`config.mk`:
```
export PLATFORM = sky130hd
export DESIGN_NAME = rcwc_divider
export DESIGN_NICKNAME = d
export VERILOG_FILES = /design/src/rtl/core/rcwc_pkg.sv /design/src/rtl/core/rcwc_divider.sv
export SDC_FILE = /design/constraint.sdc
export NUM_CORES = 2
export LEC_CHECK = 0
export BUFFER_PORTS_ARGS = -buffer_cell sky130_fd_sc_hd__clkbuf_2
export CAP_MARGIN = 20
export CORE_MARGIN = 1
export CORE_UTILIZATION = 46
export DETAILED_ROUTE_END_ITERATION = 16
export REMOVE_ABC_BUFFERS = 1
export SLEW_MARGIN = 20
export SYNTH_ARGS = -nofsm -noshare
export SYNTH_HDL_FRONTEND = slang
export SYNTH_SLANG_ARGS = --single-unit
```
`constraint.sdc`:
```
create_clock -name clk -period 29.1 [get_ports clk]
set_input_delay 5.82 -clock clk [delete_from_list [all_inputs] [get_ports clk]]
set_output_delay 5.82 -clock clk [all_outputs]
set_load 0.02 [all_outputs]
```
`src/rtl/core/rcwc_pkg.sv`:
```
// ----------------------------------------------------------------------------
// Raycaster wall column projector: shared types and constants
// Register indexes, reset values, segment codes and the divider's sideband.
// ----------------------------------------------------------------------------
package rcwc_pkg;

    typedef enum logic [1:0] {
        REG_SCREEN_HEIGHT = 2'd0,
        REG_STRIP_WIDTH   = 2'd1,
        REG_TILE_SIZE     = 2'd2,
        REG_PROJ_DIST     = 2'd3
    } reg_index_t;

    typedef enum logic [1:0] {
        KIND_CEILING = 2'd0,
        KIND_WALL    = 2'd1,
        KIND_FLOOR   = 2'd2
    } seg_kind_t;

    localparam logic [10:0] SCREEN_HEIGHT_RESET = 11'd480;
    localparam logic [5:0]  STRIP_WIDTH_RESET   = 6'd1;
    localparam logic [7:0]  TILE_SIZE_RESET     = 8'd64;
    localparam logic [23:0] PROJ_DIST_RESET     = 24'd141891;

    // 0.1 in Q16.8.
    localparam logic [23:0] DIST_MIN = 24'd26;

    localparam logic [23:0] COLOR_CEILING = 24'h696969;
    localparam logic [23:0] COLOR_WALL    = 24'h373737;
    localparam logic [23:0] COLOR_FLOOR   = 24'h191919;

    localparam int NUM_W     = 40;
    localparam int DEN_W     = 24;
    localparam int QUOT_W    = 20;
    localparam int DIV_STAGES = 5;
    localparam int DIV_BITS  = 4;

    typedef struct packed {
        logic [15:0] x;
        logic        sat;
    } side_t;

endpackage

```
`src/rtl/core/rcwc_divider.sv`:
```
// ----------------------------------------------------------------------------
// Pipelined restoring divider
// Yields a 20-bit quotient over five stages of four bits each; the caller
// guarantees the quotient fits. Sideband and valid travel with the data.
// ----------------------------------------------------------------------------
module rcwc_divider (
    input  logic                       clk,
    input  logic                       rst_n,
    input  logic                       en,
    input  logic                       in_valid,
    input  logic [rcwc_pkg::NUM_W-1:0] in_num,
    input  logic [rcwc_pkg::DEN_W-1:0] in_den,
    input  rcwc_pkg::side_t            in_side,
    output logic                       out_valid,
    output logic [rcwc_pkg::QUOT_W-1:0] out_quot,
    output rcwc_pkg::side_t            out_side
);

    localparam int STAGES = rcwc_pkg::DIV_STAGES;
    localparam int BITS   = rcwc_pkg::DIV_BITS;
    localparam int QW     = rcwc_pkg::QUOT_W;
    localparam int DW     = rcwc_pkg::DEN_W;
    localparam int REM_W  = DW + QW;

    logic [REM_W-1:0]      rem_reg   [STAGES-1];
    logic [QW-1:0]         quot_reg  [STAGES];
    logic [DW-1:0]         den_reg   [STAGES-1];
    rcwc_pkg::side_t       side_reg  [STAGES];
    logic                  valid_reg [STAGES];

    logic [REM_W-1:0]      rem_in    [STAGES];
    logic [QW-1:0]         quot_in   [STAGES];
    logic [DW-1:0]         den_in    [STAGES];
    rcwc_pkg::side_t       side_in   [STAGES];
    logic                  valid_in  [STAGES];

    genvar s;
    generate
        for (s = 0; s < STAGES; s++)
        begin : g_stage
            logic [REM_W-1:0] rem_next;
            logic [QW-1:0]    quot_next;

            if (s == 0)
            begin : g_first
                assign rem_in[s]   = REM_W'(in_num);
                assign quot_in[s]  = '0;
                assign den_in[s]   = in_den;
                assign side_in[s]  = in_side;
                assign valid_in[s] = in_valid;
            end
            else
            begin : g_next
                assign rem_in[s]   = rem_reg[s-1];
                assign quot_in[s]  = quot_reg[s-1];
                assign den_in[s]   = den_reg[s-1];
                assign side_in[s]  = side_reg[s-1];
                assign valid_in[s] = valid_reg[s-1];
            end

            always_comb
            begin
                logic [REM_W-1:0] trial;
                rem_next  = rem_in[s];
                quot_next = quot_in[s];
                for (int j = 0; j < BITS; j++)
                begin
                    trial = REM_W'(den_in[s]) << (QW - 1 - s * BITS - j);
                    if (rem_next >= trial)
                    begin
                        rem_next = rem_next - trial;
                        quot_next[QW - 1 - s * BITS - j] = 1'b1;
                    end
                end
            end

            always_ff @(posedge clk or negedge rst_n)
            begin
                if (!rst_n)
                    valid_reg[s] <= 1'b0;
                else if (en)
                    valid_reg[s] <= valid_in[s];
            end

            always_ff @(posedge clk)
            begin
                if (en)
                begin
                    quot_reg[s] <= quot_next;
                    side_reg[s] <= side_in[s];
                end
            end

            if (s < STAGES - 1)
            begin : g_keep
                always_ff @(posedge clk)
                begin
                    if (en)
                    begin
                        rem_reg[s] <= rem_next;
                        den_reg[s] <= den_in[s];
                    end
                end
            end
        end
    endgenerate

    assign out_valid = valid_reg[STAGES-1];
    assign out_quot  = quot_reg[STAGES-1];
    assign out_side  = side_reg[STAGES-1];

endmodule
```
==> impl_metrics.tcl <==
set metrics [dict create \
    start_util_pct 46.4 \
    cp_slowest_cell "a221oi_1" \
    r2r_end "rem_reg[3][37]" \
    drive_above_1_share_pct 7.81 \
    grt_first_pass_wirelength_mm 212 \
    syn_area_um2 46300 \
    drc 0 \
    postCtsSetupBuffers 0 \
    status "completed" \
    nets 6197 \
    postCtsHoldBufs 0 \
    crit_type "in -> reg" \
    cap_violations 0 \
    drt-initial-drc-count 3186 \
    largest_register_ffs 176 \
    cp_common_cell "o21ai_0" \
    postRouteAntennaNets 0 \
    place_hpwl_mm 112 \
    fp-row-count 116 \
    synth_cell_types 106 \
    worst_slew_pin_slew_ns 1.10 \
    clockBufferDepth 3 \
    finalSetupTns_ns 0 \
    ios 123 \
    io_buffer_count 122 \
    ff2ff_path_depth 58 \
    dieArea_um2 102000 \
    synthFlopType "edfxtp_1" \
    use_met2_pct 45.2 \
    met1_usage_pct 33.7 \
    synth_edf_count 417 \
    setup-violations-final 0 \
    grt_max_degree 101 \
    crit_path_end "rem_reg[0][30]" \
    die_w_um 319 \
    firstDrtPassIters 8 \
    grt.total_usage_pct 26.1 \
    r2r-start "den_reg[2][23]" \
    numCtsBuffers 48 \
    die_h_um 319 \
    wirelength_mm 137 \
    antenna_found_initial 3 \
    via_per_inst 5.95 \
    hold_violations 0 \
    clk_pin_slew_worst_paths_ns 0.07 \
    cts_tree "built" \
    post_cts_resized 0 \
    fmax_mhz 48.3 \
    clock_skew_ns 0.0329 \
    syn_to_final_growth_pct 7.72 \
    required_ns 29.48 \
    cp_max_fo 31 \
    synthCells 5539 \
    clock_sinks 422 \
    avgRoutedWirePerCell_um 19.7 \
    startpoint "in_den[1]" \
    fin_crit_sh_pct 71.2 \
    synth_seq_cells 422 \
    clock-root-buffer "clkbuf_16" \
    ff2ff_setup_slack_ns 12.31 \
    async_reset_ff_share_pct 1.18 \
    yosys_warnings 0 \
    relSlewSlack_pct 24.5 \
    htree_levels 2 \
    core_area_um2 99900 \
    vias 41400 \
    critical_path.max_stage_delay_ns 0.62 \
    grt_pass1_vias 38800 \
    finalWorstPathRequiredPeriod_ns 20.72 \
    grt_overflow_total 0 \
    busiest_layer "met2" \
    insertion_delay_ns 0.64 \
    start_kind "primary input" \
    use_met3_pct 3.18 \
    worstHoldPathType "reg -> reg" \
    drv_slew 0 \
    avgSynthCellArea_um2 8.36 \
    grt_setup_unrepaired "no" \
    yosysSeqAreaShare_pct 27.3 \
    gp_congestion 0.941 \
    critPathCaptureType "flip-flop" \
    arrival_ns 21.10 \
]
-- worst min path at each step --
stage               startpoint         endpoint  slack, ns  depth (start not counted)
5_1_grt        side_reg[0][49]  side_reg[0][66]       0.40                          0
4_1_cts        quot_reg[0][70]  quot_reg[0][90]       0.41                          0
3_5_place_dp   quot_reg[0][50]  quot_reg[0][70]       0.40                          0
3_3_place_gp   side_reg[0][11]  side_reg[0][28]       0.40                          0
2_1_floorplan  quot_reg[0][16]  quot_reg[0][36]       0.40                          0
6_report       quot_reg[0][70]  quot_reg[0][90]       0.41                          0
-- cell type report --
| type | count | area [um^2] |
|---|---|---|
| fill | 9718 | 50000 |
| multi-input combinational | 4649 | 31900 |
| sequential | 422 | 12600 |
| tap | 1298 | 1620 |
| inverter | 341 | 1280 |
| clock buffer | 59 | 1270 |
| timing repair buffer | 154 | 858 |
| clock inverter | 31 | 277 |
| antenna | 1 | 2.50 |
-- cells in the mapped netlist (45+ instances only) --
cell      count  area share, %
a21oi_1     525            5.7
nand2_1     496            4.0
ha_1        477             13
nor2_1      455            3.7
edfxtp_1    417             27
o21ai_0     412            4.5
inv_1       335            2.7
xnor2_1     294            5.6
a21o_1      194            3.1
xor2_1      152            2.9
nand3_1     143            1.5
mux2_2      109            2.7
clkbuf_1    102           0.83
nor3_1      102            1.1
nand4_1      98            1.3
nand2b_1     89            1.2
o21a_1       82            1.3
nor2b_1      66           0.89
nor4_1       60           0.81
or3_1        59           0.80
o21bai_1     58           0.94
o31ai_1      58           0.94
a211oi_1     53           0.86
a21boi_0     45           0.73
-- metrics by stage --
step	worst slack [ns]	instances	util (%)	hold WS, ns	cell area, um^2
after CTS	8.77	6954	49.9	0.408	49900
after global placement	8.53	6863	48.4	0.400	48300
after floorplan	5.48	5412	-	0.400	45800
after global routing	6.94	6954	50.0	0.404	49900
after detailed placement	8.22	6864	48.4	0.405	48300
final	8.38	6955	50.0	0.407	49900
-- cell usage in the layout (no fill, tap or decap), types with 39 or more instances in the layout --
cell type and n:
ha_1 477, nand4_1 98, clkbuf_2 121, o31ai_1 58
nand3_1 143, and2_1 43, nand2b_1 89, and3_1 43
xnor2_1 294, a21oi_1 525, a211oi_1 51, a31oi_1 39
or3_1 59, o21a_1 82, o21bai_1 58, mux2_2 109
nor3_1 99, clkbuf_16 48, edfxtp_1 417, or2_2 40
inv_1 335, nor2_1 453, a21boi_0 45, nor2b_1 66
nor4_1 60, a21o_1 194, xor2_1 152, o21ai_0 412
nand2_1 496
-- cell families (layout without fill, tap and decap cells) --
| family | Yosys count | after routing | synth area share, % |
|---|---|---|---|
| buffers and inverters | 468 | 585 | 3.90 |
| muxes | 141 | 141 | 3.35 |
| and+or+nand+nor | 1812 | 1812 | 19.3 |
| adders and majority gates | 496 | 496 | 13.7 |
| DFF | 422 | 422 | 27.3 |
| AOI/OAI and AO/OA | 1753 | 1753 | 24.0 |
| xor gates and xnor gates | 447 | 447 | 8.47 |
| other | 0 | 1 | 0 |
-- worst max-delay path, delay by kind of cell --
kind / cells / cell delay, ns
compound gates: 39 / 8.96
fa+ha+maj: 4 / 1.36
buf+inv: 9 / 2.13
mux: 2 / 0.74
simple gates: 13 / 2.03
-- metal layers --
layer  wire (um)  vias up
met5          11        -
met4        4420        2
met3        6260      228
met2       65700      966
met1       60900    19400
li1            -    20800
Power is not shown: default switching activity piles up to over one toggle a cycle in this logic, so the estimate is an artifact.
